==> src/design/wsfpe_pkg.sv <==
// ----------------------------------------------------------------------------
// wsfpe_pkg
// Shared constants and types for the WebSocket frame payload extractor.
// ----------------------------------------------------------------------------
package wsfpe_pkg;

	// Width of the payload length counter (16 to 63)
	localparam int LENGTH_BITS = 63;

	localparam int PHASE_W = 3;

	// Parser phases
	localparam logic [PHASE_W-1:0] PH_FIRST = 3'd0;
	localparam logic [PHASE_W-1:0] PH_LEN   = 3'd1;
	localparam logic [PHASE_W-1:0] PH_EXT16 = 3'd2;
	localparam logic [PHASE_W-1:0] PH_EXT64 = 3'd3;
	localparam logic [PHASE_W-1:0] PH_KEY   = 3'd4;
	localparam logic [PHASE_W-1:0] PH_PAY   = 3'd5;
	localparam logic [PHASE_W-1:0] PH_TRAIL = 3'd6;

	// Length byte codes
	localparam logic [6:0] LEN_CODE_EXT16 = 7'd126;
	localparam logic [6:0] LEN_CODE_EXT64 = 7'd127;

	// One result as produced by the parser step
	typedef struct packed {
		logic       emit;
		logic [7:0] payload_byte;
		logic       has_byte;
		logic       end_of_frame;
		logic       status;
	} result_t;

endpackage

==> src/design/wsfpe_parser.sv <==
// ----------------------------------------------------------------------------
// wsfpe_parser
// Frame state and the combinational step for one frame byte.
// ----------------------------------------------------------------------------
module wsfpe_parser (
	input  logic                clk,
	input  logic                arst_n,
	input  logic                step,
	input  logic [7:0]          frame_byte,
	input  logic                frame_end,
	output wsfpe_pkg::result_t  result
);

	localparam int LB = wsfpe_pkg::LENGTH_BITS;

	logic [wsfpe_pkg::PHASE_W-1:0] phase_q, phase_d;
	logic [LB-1:0]                 rem_q, rem_d;
	logic [2:0]                    hbc_q, hbc_d;
	logic [31:0]                   key_q, key_d;
	logic [1:0]                    midx_q, midx_d;
	logic                          masked_q, masked_d;

	logic                          go_after;
	logic                          after_masked;
	logic [LB-1:0]                 after_len;
	logic [LB-1:0]                 shifted;
	logic [7:0]                    pb;
	logic                          has;

	// Extended length byte, saturating at all ones
	assign shifted = (|rem_q[LB-1 -: 8]) ? {LB{1'b1}} : {rem_q[LB-9:0], frame_byte};

	always_comb begin
		phase_d      = phase_q;
		rem_d        = rem_q;
		hbc_d        = hbc_q;
		key_d        = key_q;
		midx_d       = midx_q;
		masked_d     = masked_q;
		go_after     = 1'b0;
		after_masked = masked_q;
		after_len    = rem_q;
		pb           = 8'd0;
		has          = 1'b0;

		case (phase_q)
			wsfpe_pkg::PH_FIRST: begin
				phase_d = wsfpe_pkg::PH_LEN;
			end
			wsfpe_pkg::PH_LEN: begin
				masked_d     = frame_byte[7];
				after_masked = frame_byte[7];
				rem_d        = '0;
				hbc_d        = 3'd0;
				if (frame_byte[6:0] == wsfpe_pkg::LEN_CODE_EXT16) begin
					phase_d = wsfpe_pkg::PH_EXT16;
				end else if (frame_byte[6:0] == wsfpe_pkg::LEN_CODE_EXT64) begin
					phase_d = wsfpe_pkg::PH_EXT64;
				end else begin
					go_after  = 1'b1;
					after_len = {{(LB-7){1'b0}}, frame_byte[6:0]};
				end
			end
			wsfpe_pkg::PH_EXT16, wsfpe_pkg::PH_EXT64: begin
				rem_d = shifted;
				if ((phase_q == wsfpe_pkg::PH_EXT16 && hbc_q >= 3'd1) ||
				    (phase_q == wsfpe_pkg::PH_EXT64 && hbc_q == 3'd7)) begin
					go_after  = 1'b1;
					after_len = shifted;
				end else begin
					hbc_d = hbc_q + 3'd1;
				end
			end
			wsfpe_pkg::PH_KEY: begin
				key_d[{hbc_q[1:0], 3'b000} +: 8] = frame_byte;
				if (hbc_q >= 3'd3) begin
					hbc_d   = 3'd0;
					midx_d  = 2'd0;
					phase_d = (rem_q != '0) ? wsfpe_pkg::PH_PAY : wsfpe_pkg::PH_TRAIL;
				end else begin
					hbc_d = hbc_q + 3'd1;
				end
			end
			wsfpe_pkg::PH_PAY: begin
				pb     = frame_byte ^ (masked_q ? key_q[{midx_q, 3'b000} +: 8] : 8'd0);
				midx_d = midx_q + 2'd1;
				has    = 1'b1;
				rem_d  = rem_q - {{(LB-1){1'b0}}, 1'b1};
				if (rem_q == {{(LB-1){1'b0}}, 1'b1}) begin
					phase_d = wsfpe_pkg::PH_TRAIL;
				end
			end
			default: begin
			end
		endcase

		// Header done: key next, or straight to payload
		if (go_after) begin
			rem_d = after_len;
			hbc_d = 3'd0;
			if (after_masked) begin
				key_d   = 32'd0;
				phase_d = wsfpe_pkg::PH_KEY;
			end else begin
				midx_d  = 2'd0;
				phase_d = (after_len != '0) ? wsfpe_pkg::PH_PAY : wsfpe_pkg::PH_TRAIL;
			end
		end
	end

	always_comb begin
		result.emit         = frame_end | has;
		result.payload_byte = pb;
		result.has_byte     = has;
		result.end_of_frame = frame_end;
		result.status       = frame_end & (phase_d != wsfpe_pkg::PH_TRAIL);
	end

	always_ff @(posedge clk or negedge arst_n) begin
		if (!arst_n) begin
			phase_q  <= wsfpe_pkg::PH_FIRST;
			rem_q    <= '0;
			hbc_q    <= 3'd0;
			key_q    <= 32'd0;
			midx_q   <= 2'd0;
			masked_q <= 1'b0;
		end else if (step) begin
			if (frame_end) begin
				phase_q  <= wsfpe_pkg::PH_FIRST;
				rem_q    <= '0;
				hbc_q    <= 3'd0;
				key_q    <= 32'd0;
				midx_q   <= 2'd0;
				masked_q <= 1'b0;
			end else begin
				phase_q  <= phase_d;
				rem_q    <= rem_d;
				hbc_q    <= hbc_d;
				key_q    <= key_d;
				midx_q   <= midx_d;
				masked_q <= masked_d;
			end
		end
	end

`ifndef SYNTHESIS
	// Frame close returns the parser to the idle header state
	a_close_resets: assert property (@(posedge clk) disable iff (!arst_n)
		step && frame_end |=> phase_q == wsfpe_pkg::PH_FIRST && rem_q == '0)
		else $error("parser state not cleared after frame close");

	// Payload phase always has bytes left to deliver
	a_pay_nonzero: assert property (@(posedge clk) disable iff (!arst_n)
		phase_q == wsfpe_pkg::PH_PAY |-> rem_q != '0)
		else $error("payload phase with zero remaining length");

	// 16-bit extended length takes two bytes only
	a_ext16_count: assert property (@(posedge clk) disable iff (!arst_n)
		phase_q == wsfpe_pkg::PH_EXT16 |-> hbc_q <= 3'd1)
		else $error("16-bit length byte count out of range");
`endif

endmodule

==> src/design/wsfpe_result_reg.sv <==
// ----------------------------------------------------------------------------
// wsfpe_result_reg
// Output register for results; reports whether it can take a new one.
// ----------------------------------------------------------------------------
module wsfpe_result_reg (
	input  logic                clk,
	input  logic                arst_n,
	input  logic                load,
	input  wsfpe_pkg::result_t  result,
	output logic                room,
	output logic                out_valid,
	input  logic                out_stall,
	output logic [7:0]          payload_byte,
	output logic                has_byte,
	output logic                end_of_frame,
	output logic                status
);

	logic       valid_q;
	logic [7:0] byte_q;
	logic       has_q;
	logic       eof_q;
	logic       status_q;

	assign room = !valid_q || !out_stall;

	always_ff @(posedge clk or negedge arst_n) begin
		if (!arst_n) begin
			valid_q <= 1'b0;
		end else if (room) begin
			valid_q <= load && result.emit;
		end
	end

	always_ff @(posedge clk) begin
		if (room && load && result.emit) begin
			byte_q   <= result.payload_byte;
			has_q    <= result.has_byte;
			eof_q    <= result.end_of_frame;
			status_q <= result.status;
		end
	end

	assign out_valid    = valid_q;
	assign payload_byte = byte_q;
	assign has_byte     = has_q;
	assign end_of_frame = eof_q;
	assign status       = status_q;

endmodule

==> src/design/websocket_frame_payload_extractor.sv <==
// ----------------------------------------------------------------------------
// websocket_frame_payload_extractor
// Parses a WebSocket frame byte stream and emits unmasked payload bytes.
// ----------------------------------------------------------------------------
//  channel | handshake            | payload
//  --------+----------------------+---------------------------------------------
//  in      | in_valid / in_stall  | frame_byte, frame_end
//  out     | out_valid / out_stall| payload_byte, has_byte, end_of_frame, status
//
//  One frame byte per cycle unless the output stalls; bytes pass the input
//  register, then result register; the single step between sets the rate.
//  Reset (arst_n low) empties both registers and returns to the header start.
//  A stalled output blocks the input only while both registers are full.
//  Header bytes and trailing bytes make no transaction; the frame's last byte
//  always makes exactly one transaction with end_of_frame set.
// ----------------------------------------------------------------------------
module websocket_frame_payload_extractor (
	input  logic       clk,
	input  logic       arst_n,
	// input channel
	input  logic       in_valid,
	output logic       in_stall,
	input  logic [7:0] frame_byte,
	input  logic       frame_end,
	// output channel
	output logic       out_valid,
	input  logic       out_stall,
	output logic [7:0] payload_byte,
	output logic       has_byte,
	output logic       end_of_frame,
	output logic       status
);

	logic               valid_s1;
	logic [7:0]         byte_s1;
	logic               end_s1;
	logic               room;
	logic               advance;
	logic               take;
	wsfpe_pkg::result_t result;

	// Input stage moves on whenever the result register has room
	assign advance  = valid_s1 && room;
	assign in_stall = valid_s1 && !room;
	assign take     = in_valid && !in_stall;

	always_ff @(posedge clk or negedge arst_n) begin
		if (!arst_n) begin
			valid_s1 <= 1'b0;
		end else if (take) begin
			valid_s1 <= 1'b1;
		end else if (advance) begin
			valid_s1 <= 1'b0;
		end
	end

	always_ff @(posedge clk) begin
		if (take) begin
			byte_s1 <= frame_byte;
			end_s1  <= frame_end;
		end
	end

	// Header decode, key capture, unmasking and length tracking
	wsfpe_parser u_parser (
		.clk        (clk),
		.arst_n     (arst_n),
		.step       (advance),
		.frame_byte (byte_s1),
		.frame_end  (end_s1),
		.result     (result)
	);

	wsfpe_result_reg u_result (
		.clk          (clk),
		.arst_n       (arst_n),
		.load         (advance),
		.result       (result),
		.room         (room),
		.out_valid    (out_valid),
		.out_stall    (out_stall),
		.payload_byte (payload_byte),
		.has_byte     (has_byte),
		.end_of_frame (end_of_frame),
		.status       (status)
	);

`ifndef SYNTHESIS
	// A transaction that does not close a frame must carry a byte
	a_no_empty_result: assert property (@(posedge clk) disable iff (!arst_n)
		out_valid && !end_of_frame |-> has_byte)
		else $error("result without byte and without end of frame");

	// Truncation is reported only on the closing transaction
	a_status_on_close: assert property (@(posedge clk) disable iff (!arst_n)
		out_valid && status |-> end_of_frame)
		else $error("status set on a non-closing result");

	// A stalled output transaction holds still
	a_out_hold: assert property (@(posedge clk) disable iff (!arst_n)
		out_valid && out_stall |=> out_valid && $stable(payload_byte) &&
		$stable(has_byte) && $stable(end_of_frame) && $stable(status))
		else $error("stalled output transaction changed");
`endif

endmodule

==> config.mk <==
export PLATFORM = sky130hd
export DESIGN_NAME = websocket_frame_payload_extractor
export DESIGN_NICKNAME = d
export VERILOG_FILES = /design/src/design/wsfpe_pkg.sv /design/src/design/wsfpe_parser.sv /design/src/design/wsfpe_result_reg.sv /design/src/design/websocket_frame_payload_extractor.sv
export SDC_FILE = /design/constraint.sdc
export NUM_CORES = 1
export LEC_CHECK = 0
export BUFFER_PORTS_ARGS = -buffer_cell sky130_fd_sc_hd__buf_4
export CORE_MARGIN = 3
export CORE_UTILIZATION = 40
export CTS_CLUSTER_DIAMETER = 100
export DETAILED_ROUTE_END_ITERATION = 10
export HOLD_SLACK_MARGIN = 0.06
export PLACE_DENSITY_LB_ADDON = 0.1
export SYNTH_ARGS = -nofsm -noshare
export SYNTH_HDL_FRONTEND = slang
export SYNTH_HIERARCHICAL = 1
export SYNTH_SLANG_ARGS = --single-unit
==> constraint.sdc <==
create_clock -name clk -period 6.2 [get_ports clk]
set_input_delay 0.31 -clock clk [delete_from_list [all_inputs] [get_ports clk]]
set_output_delay 0.31 -clock clk [all_outputs]
set_load 0.02 [all_outputs]
Yosys cells after proc, flatten, opt, wreduce, memory -nomap -nowiden
Cells that the tools add are included.
{"block": "classes", "addsub": 4, "multipliers": 0, "div_mod_pow": 0, "magnitude_cmp": 2, "n_eq_ne": 11, "n_shift": 3, "n_mux": 43, "bitwise_logic": 3, "reduce_logical": 24}
{"op": "$mux W63", "n": 6}
{"op": "$pmux W63 S3", "n": 1}
{"op": "$mux W32", "n": 4}
{"op": "$pmux W63 S2", "n": 1}
{"op": "$reduce_bool A63 Y1", "n": 2}
{"op": "$eq A63 B1 Y1 const B", "n": 1}
{"op": "$sub A63 B1 Y63 const B", "n": 1}
{"op": "$mux W3", "n": 11}
{"op": "$bwmux W32", "n": 1}
{"op": "$shift A8 B7 Y32 const A", "n": 1}
{"op": "$shiftx A32 B6 Y8", "n": 1}
{"op": "$shiftx A8 B7 Y32", "n": 1}
{"op": "$eq A7 B7 Y1 const B", "n": 2}
{"op": "$mux W2", "n": 6}
{"op": "$pmux W3 S4", "n": 1}
{"op": "$reduce_bool A5 Y1", "n": 2}
{"op": "$eq A3 B3 Y1 const B", "n": 3}
{"op": "$pmux W3 S3", "n": 1}
{"op": "$logic_and A1 B1 Y1", "n": 8}
{"op": "$mux W1", "n": 8}
{"op": "$mux W8", "n": 1}
{"op": "$reduce_or A8 Y1", "n": 1}
{"op": "$xor A8 B8 Y8", "n": 1}
{"op": "$neg A5 Y7", "n": 1}
{"op": "19 further kinds", "n": 24}
{"block": "totals", "ff_bits": 126, "latch_bits": 0, "ramBits": 0, "mem_bits_ro": 0, "inputBits": 13, "out_inout_bits": 13, "mem_count": 0}

Depth between registers and ports, before layout
{"block": "logic_depth", "word_depth": 11, "ltp_mapped": 11, "ltp_nobuf": 9}

By module
Netlist, hierarchy kept.
{"module": "wsfpe_parser", "instances": 1, "cells_each": 915, "area_per_inst_um2": 7398.3, "seq_area_each_um2": 2602.5}
{"module": "wsfpe_result_reg", "instances": 1, "cells_each": 16, "area_per_inst_um2": 371.6, "seq_area_each_um2": 355.3}
{"module": "websocket_frame_payload_extractor", "instances": 1, "cells_each": 15, "area_per_inst_um2": 334.1, "seq_area_each_um2": 295.3}

Least setup slack after synthesis
No wires, ideal clock.
{"block": "synth_path", "path_type": "reg2reg", "from": "reg u_parser.rem_q[58]", "to": "reg u_result.status_q, in the netlist u_result/status (data pin)", "setup_ps": 268, "arrival_ps": 2665, "required_ps": 5932, "setup_slack_ps": 3267, "path_stages_with_launch": 9, "period_less_slack_ps": 2933, "cell_sequence": "dfrtp_1 -> or4_1 -> buf_2 -> or3_1 -> or4_1 -> a221o_1 -> nor4_2 -> a31oi_1 -> a21boi_1"}
{"item": "from (decl)", "line_no": "wsfpe_parser.sv:17", "rtl": "logic [LB-1:0] rem_q, rem_d;"}
{"item": "from (signal assigned)", "line_no": "wsfpe_parser.sv:137", "rtl": "rem_q <= rem_d;"}
{"item": "to (signal assigned)", "line_no": "wsfpe_result_reg.sv:40", "rtl": "status_q <= result.status;"}
{"item": "to (decl)", "line_no": "wsfpe_result_reg.sv:23", "rtl": "logic status_q;"}

==> flow_metrics.env <==
export IMPL_outcome="completed"
export IMPL_syn_area_um2=8100
export IMPL_synth_area_leader_cell="dfrtp_1"
export IMPL_final_hold_violation_count=0
export IMPL_crit_family="compound AO/OA/AOI/OAI gates"
export IMPL_synth_top_family_by_area="compound AO/OA/AOI/OAI gates"
export IMPL_finalMaxSlewViolations=0
export IMPL_io_buffers=25
export IMPL_synth_nets=968
export IMPL_fin_cells=1215
export IMPL_synth_edff_count=20
export IMPL_cts_root_buf="clkbuf_16"
export IMPL_fin_worst_skew_ps=14.3
export IMPL_drt_first_pass_iters=6
export IMPL_max_freq_mhz=284
export IMPL_wl_per_cell_um=24.1
export IMPL_synth_cell_types=73
export IMPL_cts_sinks=126
export IMPL_ys_warn_count=6
export IMPL_max_cap_violations=0
export IMPL_drt_wl_total_um=29300
export IMPL_cp_arrival_ps=3690
export IMPL_clk_latency_ps=440
export IMPL_postPlaceCellArea_um2=8460
export IMPL_fin_ws_ps=2670
export IMPL_grt_ovfl_total=0
export IMPL_critPathKind="reg2reg"
export IMPL_htreeDepth=4
export IMPL_crit_fanout=31
export IMPL_finalSetupViolations=0
export IMPL_rows=51
export IMPL_synth_simple_gate_area_share_pct=20.0
export IMPL_avgViaCountPerCell=6.54
export IMPL_tns_ps=0
export IMPL_crit_slowest_cell="dfrtp_1"
export IMPL_cp_num_buf_inv=1
export IMPL_synth_area_mux_share_pct=2.35
export IMPL_fin_nets=959
export IMPL_cts_buffer_depth=2
export IMPL_period_share_pct=56.9
export IMPL_cts_buffers=17
export IMPL_chipHeight_um=148
export IMPL_gp_congestion=0.939
export IMPL_rsz0062_at_grt="false"
export IMPL_start_kind="flop"
export IMPL_ant_nets=0
export IMPL_syn_avg_cell_area_um2=8.57
export IMPL_period_needed_ps=3530
export IMPL_grt_max_degree=59
export IMPL_max_slew_margin_pct=38.2
export IMPL_tightest_slew_ps=928
export IMPL_clkTransAtPathRegs_ps=70
export IMPL_crit_path_cell_trace="nor2b_2, buf_4, o211a_2, nand2_1, o32a_1, nor4_1, a31oi_1, a21boi_1"
export IMPL_synth_async_reset_ratio_pct=84.1
export IMPL_grt_pass1_vias=7644
export IMPL_crit_path_max_incr_delay_ps=620
export IMPL_required_ps=6360
export IMPL_synthFlopType="dfrtp_1"
export IMPL_ys_ff_latch=126
export IMPL_fin_area_um2=9180
export IMPL_drt_iter0_drc=1173
export IMPL_drcViolationCount=0
export IMPL_critPathCaptureType="flop"
export IMPL_vias=7949
export IMPL_synth_compound_area_share_pct=29.2
export IMPL_yosys_top_cells_area="dfrtp_1, edfxtp_1, a22o_1"
export IMPL_synth_seq_area_share_pct=40.1
export IMPL_hold_path_class="in2reg"
export IMPL_area_delta_synth_final_pct=13.2
export IMPL_die_area_um2=22000
export IMPL_cts_tree="done"
export IMPL_start_util_pct=41.2
export IMPL_synth_xor_area_share_pct=2.05
export IMPL_synthCells=946
export IMPL_antenna_found_initial=0
export IMPL_layout_commonest_cell="dfrtp_1"
export IMPL_synthAdderAreaFrac_pct=1.39
export IMPL_dp_cells=1173
export IMPL_detailed_place_hpwl_um=19400
export IMPL_dp_slack_ps=2820
export IMPL_final_cell_mix="dfrtp_1, nor2_1, o21ai_0"
export IMPL_antenna_cells=0
export IMPL_die_w_um=148
export IMPL_core_area_um2=19700
export IMPL_io_pins=26
export IMPL_grt_usage_pct=26.9
export IMPL_drive_above_1_share_pct=11.4
export IMPL_grt_pass1_wl_um=46000
export IMPL_synth_top_area_share_pct=32.7
==> kinds of logic (layout without fill, tap and decap cells) <==
group	count (synthesis)	in the layout
AO/OA/AOI/OAI	359	359
AND/OR/NAND/NOR	321	321
flip-flops	126	126
buffers and inverters	103	107
XOR/XNOR	19	19
adder cells (fa/ha/maj)	9	9
multiplexers	9	9
==> synth_stat cells, types with 10 or more instances <==
master / instances
edfxtp_1: 20
o21ai_1: 56
nor3_1: 36
nand2_1: 75
nand4_1: 10
or4_1: 16
a22o_1: 55
a21oi_1: 48
o22ai_1: 14
inv_1: 19
nor4_1: 23
clkbuf_1: 67
buf_1: 12
dfrtp_1: 106
nand3_1: 13
or3_1: 14
o211ai_1: 11
a31oi_1: 12
nor2_1: 86
o21ai_0: 84
xnor2_1: 10
==> through the flow <==
step	hold slack, ps	utilization (%)
floorplan	14.4	-
global route	71.2	46.7
CTS	61.2	46.6
global placement	375	43.1
finish	80.1	46.7
detailed placement	370	43.1
==> path summary, 6_finish.rpt <==
kind / from / to / slack, ps / cells past startpoint
max: u_parser/phase_q[1] / u_result/status / 2670 / 8
min: in_valid / valid_s1 / 80 / 2
max reg2reg: u_parser/phase_q[1] / u_result/status / 2670 / 8
min reg2reg: u_parser/rem_q[62] / u_parser/rem_q[62] / 510 / 1
max in group asynchronous: arst_n / u_parser/hbc_q[0] / 4490 / 3
min in group asynchronous: arst_n / u_parser/rem_q[40] / 440 / 2
==> metal layers <==
| layer | vias to the layer above | global-route usage [%] | part of all wire, % |
|---|---|---|---|
| li1 | 3569 | - | - |
| met1 | 3880 | 40.1 | 46 |
| met2 | 430 | 39.1 | 44 |
| met3 | 70 | 5.73 | 8.4 |
| met4 | 0 | 8.59 | 2.5 |
| met5 | - | 0 | 0 |
==> area by class of cell <==
type / count / area [um2]
inverters: 20 / 75.1
multi-input cells: 717 / 4470
clock buffers: 17 / 425
repair buffers: 55 / 438
clock inverters: 15 / 188
fillers: 1972 / 10500
well taps: 265 / 332
flip-flops and latches: 126 / 3250
==> flip-flops by register name (all words and copies together) (netlist names) <==
name and count:
u_parser/midx_q 2, end_s1 1, byte_s1 8, u_parser/rem_q 63, valid_s1 1, u_result/end_of_frame 1
u_parser/key_q 32, u_result/has_byte 1, u_result/out_valid 1, u_result/payload_byte 8, u_parser/masked_q 1, u_parser/hbc_q 3
u_result/status 1, u_parser/phase_q 3
==> what timing repair did <==
item	in CTS	in global routing
hold buffers	9	1
endpoints found under the hold margin	56	1
resized for setup	0	0
setup buffers	0	0
Power is left out: the tool's default activity adds up to more than one toggle a clock period on the data nets, which glitch-free logic cannot reach.
